### src/design/rstm_pkg.sv
// ----------------------------------------------------------------------------
// Radix string to magnitude: package
// Sizes, status codes and shared types of the digit string converter.
// ----------------------------------------------------------------------------
package rstm_pkg;

  // Capacity of the magnitude store in bytes
  localparam int unsigned MAX_BYTES = 32;
  localparam int unsigned ADDR_W    = (MAX_BYTES > 1) ? $clog2(MAX_BYTES) : 1;
  localparam int unsigned LEN_W     = $clog2(MAX_BYTES + 1);

  // Radix register
  localparam int unsigned        RADIX_W     = 5;
  localparam logic [RADIX_W-1:0] RADIX_MIN   = 5'd2;
  localparam logic [RADIX_W-1:0] RADIX_MAX   = 5'd16;
  localparam logic [RADIX_W-1:0] RADIX_RESET = 5'd16;

  // Largest top byte that needs no sign guard byte in front
  localparam logic [7:0] TOP_BYTE_LIMIT = 8'd127;

  // Result status codes
  localparam logic [1:0] ST_OK        = 2'd0;
  localparam logic [1:0] ST_BAD_DIGIT = 2'd1;
  localparam logic [1:0] ST_OVERFLOW  = 2'd2;

  // Classification of one character
  typedef struct packed {
    logic       blank;
    logic       digit;
    logic [3:0] value;
  } char_class_t;

  // Write port request into the magnitude store
  typedef struct packed {
    logic              en;
    logic [ADDR_W-1:0] addr;
    logic [7:0]        data;
  } ram_wr_t;

endpackage

### src/design/rstm_ram.sv
// ----------------------------------------------------------------------------
// Radix string to magnitude: generic RAM
// One write port, one read port, read data registered.
// ----------------------------------------------------------------------------
module rstm_ram #(
  parameter int unsigned WIDTH = 8,
  parameter int unsigned DEPTH = 32,
  localparam int unsigned AW   = (DEPTH > 1) ? $clog2(DEPTH) : 1
) (
  input  logic             clk_i,
  input  logic             we_i,
  input  logic [AW-1:0]    waddr_i,
  input  logic [WIDTH-1:0] wdata_i,
  input  logic [AW-1:0]    raddr_i,
  output logic [WIDTH-1:0] rdata_o
);

  logic [WIDTH-1:0] mem_q [DEPTH];
  logic [WIDTH-1:0] rdata_q;

  // Write and read, one access of each per cycle
  always_ff @(posedge clk_i) begin
    if (we_i) begin
      mem_q[waddr_i] <= wdata_i;
    end
    rdata_q <= mem_q[raddr_i];
  end

  assign rdata_o = rdata_q;

endmodule

### src/design/rstm_char_dec.sv
// ----------------------------------------------------------------------------
// Radix string to magnitude: character decoder
// Sorts an ASCII code into whitespace, hex digit with its value, or other.
// ----------------------------------------------------------------------------
module rstm_char_dec import rstm_pkg::*; (
  input  logic [7:0]  char_code_i,
  output char_class_t class_o
);

  // Classify whitespace and digit ranges
  always_comb begin
    class_o.blank = (char_code_i == 8'd32) ||
                    ((char_code_i >= 8'd9) && (char_code_i <= 8'd13));
    class_o.digit = 1'b0;
    class_o.value = 4'd0;
    if ((char_code_i >= 8'd48) && (char_code_i <= 8'd57)) begin
      class_o.digit = 1'b1;
      class_o.value = 4'(char_code_i - 8'd48);
    end else if ((char_code_i >= 8'd65) && (char_code_i <= 8'd70)) begin
      class_o.digit = 1'b1;
      class_o.value = 4'(char_code_i - 8'd55);
    end else if ((char_code_i >= 8'd97) && (char_code_i <= 8'd102)) begin
      class_o.digit = 1'b1;
      class_o.value = 4'(char_code_i - 8'd87);
    end
  end

endmodule

### src/design/rstm_seq.sv
// ----------------------------------------------------------------------------
// Radix string to magnitude: sequencer
// Runs the multiply-accumulate pass over the stored bytes for each digit and
// reads the value back out, most significant byte first, into the result
// register, with a zero guard byte where needed, or one fault or zero result.
// ----------------------------------------------------------------------------
module rstm_seq import rstm_pkg::*; (
  input  logic               clk_i,
  input  logic               rst_ni,
  // Item channel
  input  logic               in_valid_i,
  output logic               in_stall_o,
  input  logic               has_char_i,
  input  logic               end_of_string_i,
  input  char_class_t        chr_i,
  input  logic [RADIX_W-1:0] base_i,
  // Result channel
  output logic               out_valid_o,
  input  logic               out_stall_i,
  output logic [7:0]         out_byte_o,
  output logic [1:0]         status_o,
  output logic               last_byte_o,
  // Magnitude store
  output ram_wr_t            ram_wr_o,
  output logic [ADDR_W-1:0]  ram_raddr_o,
  input  logic [7:0]         ram_rdata_i
);

  typedef enum logic [2:0] {
    S_IDLE,
    S_MAC,
    S_APPEND,
    S_EMIT,
    S_TOP,
    S_OUT
  } state_e;

  state_e            state_q, state_d;
  logic [LEN_W-1:0]  len_q, len_d;
  logic [1:0]        fault_q, fault_d;
  logic [3:0]        carry_q, carry_d;
  logic [ADDR_W-1:0] idx_q, idx_d;
  logic              end_q, end_d;
  logic              out_valid_q, out_valid_d;
  logic [7:0]        out_byte_q, out_byte_d;
  logic [1:0]        status_q, status_d;
  logic              last_q, last_d;

  logic              take;
  logic              bad_digit;
  logic              out_free;
  logic [11:0]       mac_sum;
  logic [LEN_W-1:0]  len_m1;

  // Digit qualification
  assign take      = has_char_i && (fault_q == ST_OK) && !chr_i.blank;
  assign bad_digit = !chr_i.digit || ({1'b0, chr_i.value} >= base_i);
  assign out_free  = !out_valid_q || !out_stall_i;

  // One byte step: stored byte times radix plus incoming carry
  assign mac_sum = 12'({4'b0, ram_rdata_i} * {7'b0, base_i}) + 12'(carry_q);
  assign len_m1  = len_q - LEN_W'(1);

  // Next state, store access and result loading
  always_comb begin
    state_d     = state_q;
    len_d       = len_q;
    fault_d     = fault_q;
    carry_d     = carry_q;
    idx_d       = idx_q;
    end_d       = end_q;
    out_byte_d  = out_byte_q;
    status_d    = status_q;
    last_d      = last_q;
    out_valid_d = out_valid_q && out_stall_i;
    ram_wr_o    = '0;
    ram_raddr_o = '0;

    unique case (state_q)
      S_IDLE: begin
        if (in_valid_i) begin
          end_d = end_of_string_i;
          if (take && bad_digit) begin
            fault_d = ST_BAD_DIGIT;
            state_d = end_of_string_i ? S_EMIT : S_IDLE;
          end else if (take) begin
            carry_d = chr_i.value;
            idx_d   = '0;
            state_d = (len_q == '0) ? S_APPEND : S_MAC;
          end else begin
            state_d = end_of_string_i ? S_EMIT : S_IDLE;
          end
        end
      end

      S_MAC: begin
        // Write back this byte while the next one is read
        ram_raddr_o = idx_q + ADDR_W'(1);
        ram_wr_o    = '{en: 1'b1, addr: idx_q, data: mac_sum[7:0]};
        carry_d     = mac_sum[11:8];
        idx_d       = idx_q + ADDR_W'(1);
        if ((LEN_W'(idx_q) + LEN_W'(1)) == len_q) begin
          state_d = S_APPEND;
        end
      end

      S_APPEND: begin
        // Grow the value by one byte, or flag overflow when it is full
        if (carry_q != 4'd0) begin
          if (len_q == LEN_W'(MAX_BYTES)) begin
            fault_d = ST_OVERFLOW;
          end else begin
            ram_wr_o = '{en: 1'b1, addr: len_q[ADDR_W-1:0], data: {4'b0, carry_q}};
            len_d    = len_q + LEN_W'(1);
          end
        end
        state_d = end_q ? S_EMIT : S_IDLE;
      end

      S_EMIT: begin
        ram_raddr_o = len_m1[ADDR_W-1:0];
        idx_d       = len_m1[ADDR_W-1:0];
        if ((fault_q != ST_OK) || (len_q == '0)) begin
          // Single result: fault code, or a zero value
          if (out_free) begin
            out_valid_d = 1'b1;
            out_byte_d  = 8'h00;
            status_d    = fault_q;
            last_d      = 1'b1;
            len_d       = '0;
            fault_d     = ST_OK;
            state_d     = S_IDLE;
          end
        end else begin
          state_d = S_TOP;
        end
      end

      S_TOP: begin
        // Put a zero byte in front of a top byte with its high bit set
        ram_raddr_o = idx_q;
        if (ram_rdata_i > TOP_BYTE_LIMIT) begin
          if (out_free) begin
            out_valid_d = 1'b1;
            out_byte_d  = 8'h00;
            status_d    = ST_OK;
            last_d      = 1'b0;
            state_d     = S_OUT;
          end
        end else begin
          state_d = S_OUT;
        end
      end

      S_OUT: begin
        // Hand out one byte per transaction, reading the next one below
        ram_raddr_o = idx_q;
        if (out_free) begin
          out_valid_d = 1'b1;
          out_byte_d  = ram_rdata_i;
          status_d    = ST_OK;
          last_d      = (idx_q == '0);
          ram_raddr_o = idx_q - ADDR_W'(1);
          idx_d       = idx_q - ADDR_W'(1);
          if (idx_q == '0) begin
            len_d   = '0;
            fault_d = ST_OK;
            state_d = S_IDLE;
          end
        end
      end

      default: begin
        state_d = S_IDLE;
      end
    endcase
  end

  // State and result register
  always_ff @(posedge clk_i or negedge rst_ni) begin
    if (!rst_ni) begin
      state_q     <= S_IDLE;
      len_q       <= '0;
      fault_q     <= ST_OK;
      out_valid_q <= 1'b0;
      carry_q     <= '0;
      idx_q       <= '0;
      end_q       <= 1'b0;
      out_byte_q  <= '0;
      status_q    <= ST_OK;
      last_q      <= 1'b0;
    end else begin
      state_q     <= state_d;
      len_q       <= len_d;
      fault_q     <= fault_d;
      out_valid_q <= out_valid_d;
      carry_q     <= carry_d;
      idx_q       <= idx_d;
      end_q       <= end_d;
      out_byte_q  <= out_byte_d;
      status_q    <= status_d;
      last_q      <= last_d;
    end
  end

  assign in_stall_o  = (state_q != S_IDLE);
  assign out_valid_o = out_valid_q;
  assign out_byte_o  = out_byte_q;
  assign status_o    = status_q;
  assign last_byte_o = last_q;

endmodule

### src/design/radix_string_to_magnitude.sv
// ----------------------------------------------------------------------------
// Radix string to magnitude: top level
// A digit item runs the one-byte-per-cycle multiply-accumulate pass through
// the magnitude RAM, then an append step; a skipped character or an item
// with no end and no digit does not stall the input. An end item, after its
// digit pass if it has one, loads a fault or zero result in S_EMIT, or a
// guard byte where needed in S_TOP, then one byte per cycle from S_OUT while
// the result side does not stall; input stalls until the last byte is loaded.
// Reset: radix 16, empty value, no fault; RAM contents need no clearing.
// ----------------------------------------------------------------------------
module radix_string_to_magnitude import rstm_pkg::*; (
  input  logic               clk_i,
  input  logic               rst_ni,
  // Radix register write
  input  logic               cfg_valid_i,
  output logic               cfg_ready_o,
  input  logic [RADIX_W-1:0] cfg_radix_i,
  // Character items
  input  logic               in_valid_i,
  output logic               in_stall_o,
  input  logic [7:0]         char_code_i,
  input  logic               has_char_i,
  input  logic               end_of_string_i,
  // Magnitude bytes
  output logic               out_valid_o,
  input  logic               out_stall_i,
  output logic [7:0]         out_byte_o,
  output logic [1:0]         status_o,
  output logic               last_byte_o
);

  logic [RADIX_W-1:0] radix_q;
  logic [RADIX_W-1:0] base;
  char_class_t        chr;
  ram_wr_t            ram_wr;
  logic [ADDR_W-1:0]  ram_raddr;
  logic [7:0]         ram_rdata;

  // Radix register, always ready
  assign cfg_ready_o = 1'b1;

  always_ff @(posedge clk_i or negedge rst_ni) begin
    if (!rst_ni) begin
      radix_q <= RADIX_RESET;
    end else if (cfg_valid_i && cfg_ready_o) begin
      radix_q <= cfg_radix_i;
    end
  end

  // Clamp the radix into its legal range
  always_comb begin
    priority if (radix_q < RADIX_MIN) begin
      base = RADIX_MIN;
    end else if (radix_q > RADIX_MAX) begin
      base = RADIX_MAX;
    end else begin
      base = radix_q;
    end
  end

  rstm_char_dec u_char_dec (
    .char_code_i (char_code_i),
    .class_o     (chr)
  );

  rstm_seq u_seq (
    .clk_i           (clk_i),
    .rst_ni          (rst_ni),
    .in_valid_i      (in_valid_i),
    .in_stall_o      (in_stall_o),
    .has_char_i      (has_char_i),
    .end_of_string_i (end_of_string_i),
    .chr_i           (chr),
    .base_i          (base),
    .out_valid_o     (out_valid_o),
    .out_stall_i     (out_stall_i),
    .out_byte_o      (out_byte_o),
    .status_o        (status_o),
    .last_byte_o     (last_byte_o),
    .ram_wr_o        (ram_wr),
    .ram_raddr_o     (ram_raddr),
    .ram_rdata_i     (ram_rdata)
  );

  rstm_ram #(
    .WIDTH (8),
    .DEPTH (MAX_BYTES)
  ) u_mag_ram (
    .clk_i   (clk_i),
    .we_i    (ram_wr.en),
    .waddr_i (ram_wr.addr),
    .wdata_i (ram_wr.data),
    .raddr_i (ram_raddr),
    .rdata_o (ram_rdata)
  );

endmodule

### config.mk
export PLATFORM = sky130hd
export DESIGN_NAME = radix_string_to_magnitude
export DESIGN_NICKNAME = d
export VERILOG_FILES = /design/src/design/rstm_pkg.sv /design/src/design/rstm_ram.sv /design/src/design/rstm_char_dec.sv /design/src/design/rstm_seq.sv /design/src/design/radix_string_to_magnitude.sv
export SDC_FILE = /design/constraint.sdc
export NUM_CORES = 1
export LEC_CHECK = 0
export BUFFER_PORTS_ARGS = -buffer_cell sky130_fd_sc_hd__buf_4
export CAP_MARGIN = 20
export CORE_ASPECT_RATIO = 0.7
export CORE_MARGIN = 2
export CORE_UTILIZATION = 35
export CTS_BUF_LIST = sky130_fd_sc_hd__clkbuf_4
export CTS_CLUSTER_SIZE = 30
export DETAILED_ROUTE_END_ITERATION = 12
export PLACE_DENSITY = 0.51
export SYNTH_ARGS = -nofsm -noshare
export SYNTH_HDL_FRONTEND = slang
export SYNTH_HIERARCHICAL = 1
export SYNTH_SLANG_ARGS = --single-unit
### constraint.sdc
create_clock -name clk_i -period 6.2 [get_ports clk_i]
set_clock_uncertainty 0.05 [all_clocks]
set_input_delay 0.62 -clock clk_i [delete_from_list [all_inputs] [get_ports clk_i]]
set_output_delay 0.62 -clock clk_i [all_outputs]
set_load 0.03 [all_outputs]
# ---- Word-level counts from Yosys, hierarchy flattened
# Memories as Yosys holds them, arrays and structs flattened. A register that Yosys moved wholly into a read port is not among the register bits.
# Index checks and enable logic that the tools add are counted.
dict set report classes {
  mul 1
  n_reduce_logical 37
  magnitude_cmp 12
  muxes 70
  addsub 9
  eq_ne 24
}
# operator count
set ops {}
lappend ops {{2-to-1 mux 5 bit} 9}
lappend ops {{case mux 5 bit (4 select lines)} 2}
lappend ops {{2-to-1 mux 6 bit} 6}
lappend ops {{2-to-1 mux 8 bit} 4}
lappend ops {{2-to-1 mux 2 bit} 15}
lappend ops {{2-to-1 mux 3 bit} 10}
lappend ops {{2-to-1 mux 14 bit} 2}
lappend ops {{case mux 14 bit (2 select lines)} 1}
lappend ops {{case mux 8 bit (3 select lines)} 1}
lappend ops {{inequality test 2 x 1 -> 1 bit (second input constant)} 11}
lappend ops {{case mux 3 bit (6 select lines)} 1}
lappend ops {{case mux 6 bit (3 select lines)} 1}
lappend ops {{greater-or-equal comparator 8 x 7 -> 1 bit (second input constant)} 2}
lappend ops {{<= comparator 8 x 7 -> 1 bit (second input constant)} 2}
lappend ops {{AND reduction 4 bit} 4}
lappend ops {{adder 12 x 4 -> 12 bit} 1}
lappend ops {{multiplier 8 x 5 -> 12 bit} 1}
lappend ops {{2-to-1 mux 4 bit} 3}
lappend ops {{AND reduction 6 bit} 2}
lappend ops {{nonzero test 4 bit} 3}
lappend ops {{2-to-1 mux 1 bit} 10}
lappend ops {{subtractor 5 x 1 -> 5 bit (second input constant)} 2}
lappend ops {{AND reduction 9 bit} 1}
lappend ops {{nonzero test 3 bit} 3}
lappend ops {{other kinds (35)} 56}
dict set report word_totals {
  input_bits 20
  out_inout_bits 14
  regBits 38
  mem_count 1
  mem_bits_rw 256
}
# name words width read_ports rd_ports_with_merged_regs write_ports line
set mem_list {}
lappend mem_list {u_mag_ram.mem_q 32 8 1 1 1 rstm_ram.sv:18} ;# logic [WIDTH-1:0] mem_q [DEPTH];

# ---- Longest topological paths before layout
dict set report depth {
  ltp_word 11
  ltp_mapped 16
  depth_no_buf 16
}

# ---- By module
# Netlist, hierarchy kept.
# mod cells_per_inst instances area_each_um2 seq_area_each_um2
set by_module_without_submodules {}
lappend by_module_without_submodules {rstm_ram 417 1 10053.4 7847.5}
lappend by_module_without_submodules {rstm_seq 474 1 3829.9 825.8}
lappend by_module_without_submodules {radix_string_to_magnitude 19 1 236.5 126.4}
lappend by_module_without_submodules {rstm_char_dec 30 1 235.2 0.0}

# ---- Worst setup path after synthesis
# OpenSTA, ideal clock, no wires.
dict set report synth_timing {
  path_kind {reg-to-reg}
  startpoint {reg radix_q[4]}
  endpoint {mem u_mag_ram.mem_q[0][5], data pin}
  arrival_ps 4452
  stages_incl_launch_ff 12
  setup_time_ps 445
  setup_slack_ps 1253
  path_cell_list {dfstp_2 -> clkbuf_1 -> clkbuf_1 -> nand2_1 -> fa_1 -> fa_1 -> fa_1 -> inv_1 -> ha_1 -> o21ai_0 -> nor2_1 -> nor3_1}
}
# element line
set synth_rtl {}
lappend synth_rtl {{from (decl)} radix_string_to_magnitude.sv:32} ;# logic [RADIX_W-1:0] radix_q;
lappend synth_rtl {{from (signal assigned)} radix_string_to_magnitude.sv:46} ;# radix_q <= cfg_radix_i;
lappend synth_rtl {{to (decl)} rstm_ram.sv:18}

# ---- Worst setup path in the final report
dict set report layout_timing {
  startpoint {reg radix_q[4]}
  endpoint {reg u_seq.carry_q[3]}
}
dict set report layout_between {
  elab_chain_len 8
  word_cells_on_any_way 12
}
# element line
set layout_rtl {}
lappend layout_rtl {{greater-than comparator 5 bit} radix_string_to_magnitude.sv:54} ;# end else if (radix_q > RADIX_MAX) begin
lappend layout_rtl {{2-to-1 mux 5 bit} radix_string_to_magnitude.sv:54}
lappend layout_rtl {{2-to-1 mux 5 bit *} radix_string_to_magnitude.sv:52} ;# priority if (radix_q < RADIX_MIN) begin
lappend layout_rtl {{via base[2]} radix_string_to_magnitude.sv:33} ;# logic [RADIX_W-1:0] base;
lappend layout_rtl {{branches (longest 5 deep; another with multiplier 8 x 5 -> 12 bit)} -}
lappend layout_rtl {{to (signal assigned)} rstm_seq.sv:197} ;# carry_q <= carry_d;
lappend layout_rtl {{to (decl)} rstm_seq.sv:41} ;# logic [3:0] carry_q, carry_d;
# Mark *: on every way through the listed nets, which the timed path passes.
# A chain may end at the register's enable or synchronous reset.

==> results.ini <==
[timing]
fin_crit_sh=0.765
finalMaxSlewViolations=0
hold_viol_final=0
hold-worst-slack_ns=0.0864
rsz0062_at_grt=false
max_freq_mhz=211
setup_violations=0
setup_ws_ns=1.46
finalSetupTns_ns=0
relSlewSlack=0.278
max_slew.worst_pin.slew_ns=1.08
min_period_ns=4.74

[synthesis]
synthArstFlopShare=0.126
yosysWarnings=6
syn_area_per_cell_um2=15.3
synth_top_area_cell=edfxtp_1
synth_area_leaders=edfxtp_1 54%, mux4_2 13%, dfrtp_1 6.4%
synthFlopType=edfxtp_1
ys_types=70
synth_nets=1018
ys_ff_latch=302
syn_area_mm2=0.0144
postSynthCellCount=940
yosysMostFrequentCell=edfxtp_1
ys_seq_area_frac=0.613
ys_top_cells_by_count=256 x edfxtp_1, 80 x mux4_2, 74 x nor2_1, 67 x nand2_1, 56 x inv_1
synth_top_area_share=0.536
synth_edf_count=256

[die]
die_w_um=246
initial_core_util=0.352
dieArea_mm2=0.0427
io_pins=34
coreArea_mm2=0.0407
placementRows=62
die_h_um=173

[drt]
wl_per_cell_um=21.2
dr_total_vias=8300
ant_nets=0
routed_wl_um=34300
drt_iter0_markers=763
drt_first_pass_iters=4
vias_per_cell=5.12
drc=0

[worst_setup_path]
worstSetupPathType=reg -> reg
r2r_cells=15
crit_path_start_kind=register
crit_fanout=15
reg2reg_slack_ns=1.46
slowest_stage=fa_1
slowest_delay_ns=0.53
end_kind=register
crit_chain=nor2b_1, nand2_1, fa_1, inv_1, fa_1, inv_1, fa_1, inv_1, ha_1, a21oi_1, o211ai_1, a41oi_1, xor2_1, a21oi_1, mux2_2
cp.arrival_ns=5.30
crit_required_ns=6.75

[placement]
place.gp.congestion=0.817
place_ws_ns=1.28
hpwl_um=22400
dp_cells=1486
port_buffers=32
place_area_mm2=0.0152

[clocking]
ctsResizeCount=0
cts.sinks=302
cts_root_buffer=clkbuf_4
clk_transition_reported_paths_ns=0.08
htreeDepth=3
cts_inserted_buffers=79
cts_buffer_depth=3
postCtsSetupRepairBufs=0
cts_tree=done
worst_skew_pair.late_latency_ns=0.74
holdBufCountCts=4

[worst_hold_path]
min_path_type=in -> reg
holdPathStages=2

[global_route]
grt_use_total=0.168
grt_max_degree=65
grt_pass1_vias=8395
grt_pass1_wl_um=53200
grt_antenna_before_repair=3
overflow=0

[power]
intPower_w=0.00542
pwr-share-comb=0.460
peakVddDrop_mv=0.229
netSwitchingFraction=0.389
p_per_area_mw_per_mm2=546
leakage_nw=5.81
switching_power_w=0.00344
p_seq_frac=0.350
pwr-share-clk=0.190

[status]
status=finished clean

[job]
cap_viol_max_count=0

[cells_and_area]
stdcell_count=1620
num-nets-final=1108
area_growth_pct=13.1
design_area_mm2=0.0162
drive_gt1_frac=0.273
nFillCells=3825

## stage by stage
step           power (W)  utilization
3_3_place_gp     0.00724        0.373
2_1_floorplan    0.00587            -
5_1_grt          0.00947        0.399
3_5_place_dp     0.00725        0.374
6_report         0.00886        0.399
4_1_cts          0.00896        0.398
## cell families after synthesis
logic type	Yosys count	share of synthesized area
XOR/XNOR	26	0.0159
multiplexers	103	0.143
AND/OR/NAND/NOR	241	0.0847
other	1	0.000261
AO/OA/AOI/OAI	109	0.0519
flip-flops	302	0.613
adder cells (fa/ha/maj)	58	0.0615
buffers and inverters	100	0.0295
## worst paths after layout
kind	endpoint	start
setup / recovery	u_seq/carry_q[3]	radix_q[4]
hold / removal	radix_q[4]	cfg_radix_i[4]
setup reg to reg	u_seq/carry_q[3]	radix_q[4]
hold reg to reg	u_seq/out_byte_o[6]	u_seq/out_byte_o[6]
max in group asynchronous	radix_q[4]	rst_ni
min in group asynchronous	u_seq/idx_q[2]	rst_ni
## worst max-delay path: cells and delay by family, from the launching register on
kind | cells | cell delay, ns
xor+xnor | 1 | 0.33
fa+ha+maj | 4 | 1.91
buf+inv | 3 | 0.15
simple gates | 2 | 0.66
mux | 1 | 0.27
compound gates | 4 | 0.79
flops | 1 | 0.46
## cells in the final DEF, fill, tap and decap left out, drive strengths merged, types with 10 or more instances in the layout
master and n:
fa 21, mux4 80, a21oi 22, nand3 15, dfrtp 37, and2 29
ha 37, nor2 74, a21o 10, buf 48, clkbuf 113, edfxtp 256
xnor2 11, xor2 15, nand2 67, inv 59, mux2 19, nor3 13
o21ai 31
## routing by layer
metal  GRT usage  wire [um]  vias to the layer above
li1            -          -                     3782
met1       0.272      17400                     4215
met2       0.220      14000                      252
met3      0.0441       2310                       51
met4      0.0432        539                        0
met5           0          0                        -
## power by group through the flow
stage          Sequential [W]  Clock (W)  Combinational, W
4_1_cts               0.00311    0.00174           0.00411
5_1_grt               0.00314    0.00185           0.00448
2_1_floorplan         0.00305          0           0.00283
6_report              0.00310    0.00168           0.00408
3_5_place_dp          0.00315          0           0.00410
3_3_place_gp          0.00315          0           0.00409
## flip-flops by register name, indices dropped and copies added (netlist names), 3 cells and up
register	flops
u_mag_ram/mem_q	256
u_mag_ram/rdata_o	8
u_seq/out_byte_o	8
u_seq/len_q	6
radix_q	5
u_seq/idx_q	5
u_seq/carry_q	4
u_seq/state_q	3
## layout make-up
cell class | count | area, um2 | share of cell area
clock inverter | 13 | 93.8 | 0.00578
sequential | 302 | 8800 | 0.542
timing repair buffer | 52 | 437 | 0.0269
inverter | 57 | 214 | 0.0132
clock buffer | 113 | 848 | 0.0523
multi-input combinational | 538 | 5160 | 0.318
tap | 544 | 681 | 0.0419
antenna | 1 | 2.50 | 0.000154
Note: power is estimated with default switching activity, not from simulation.
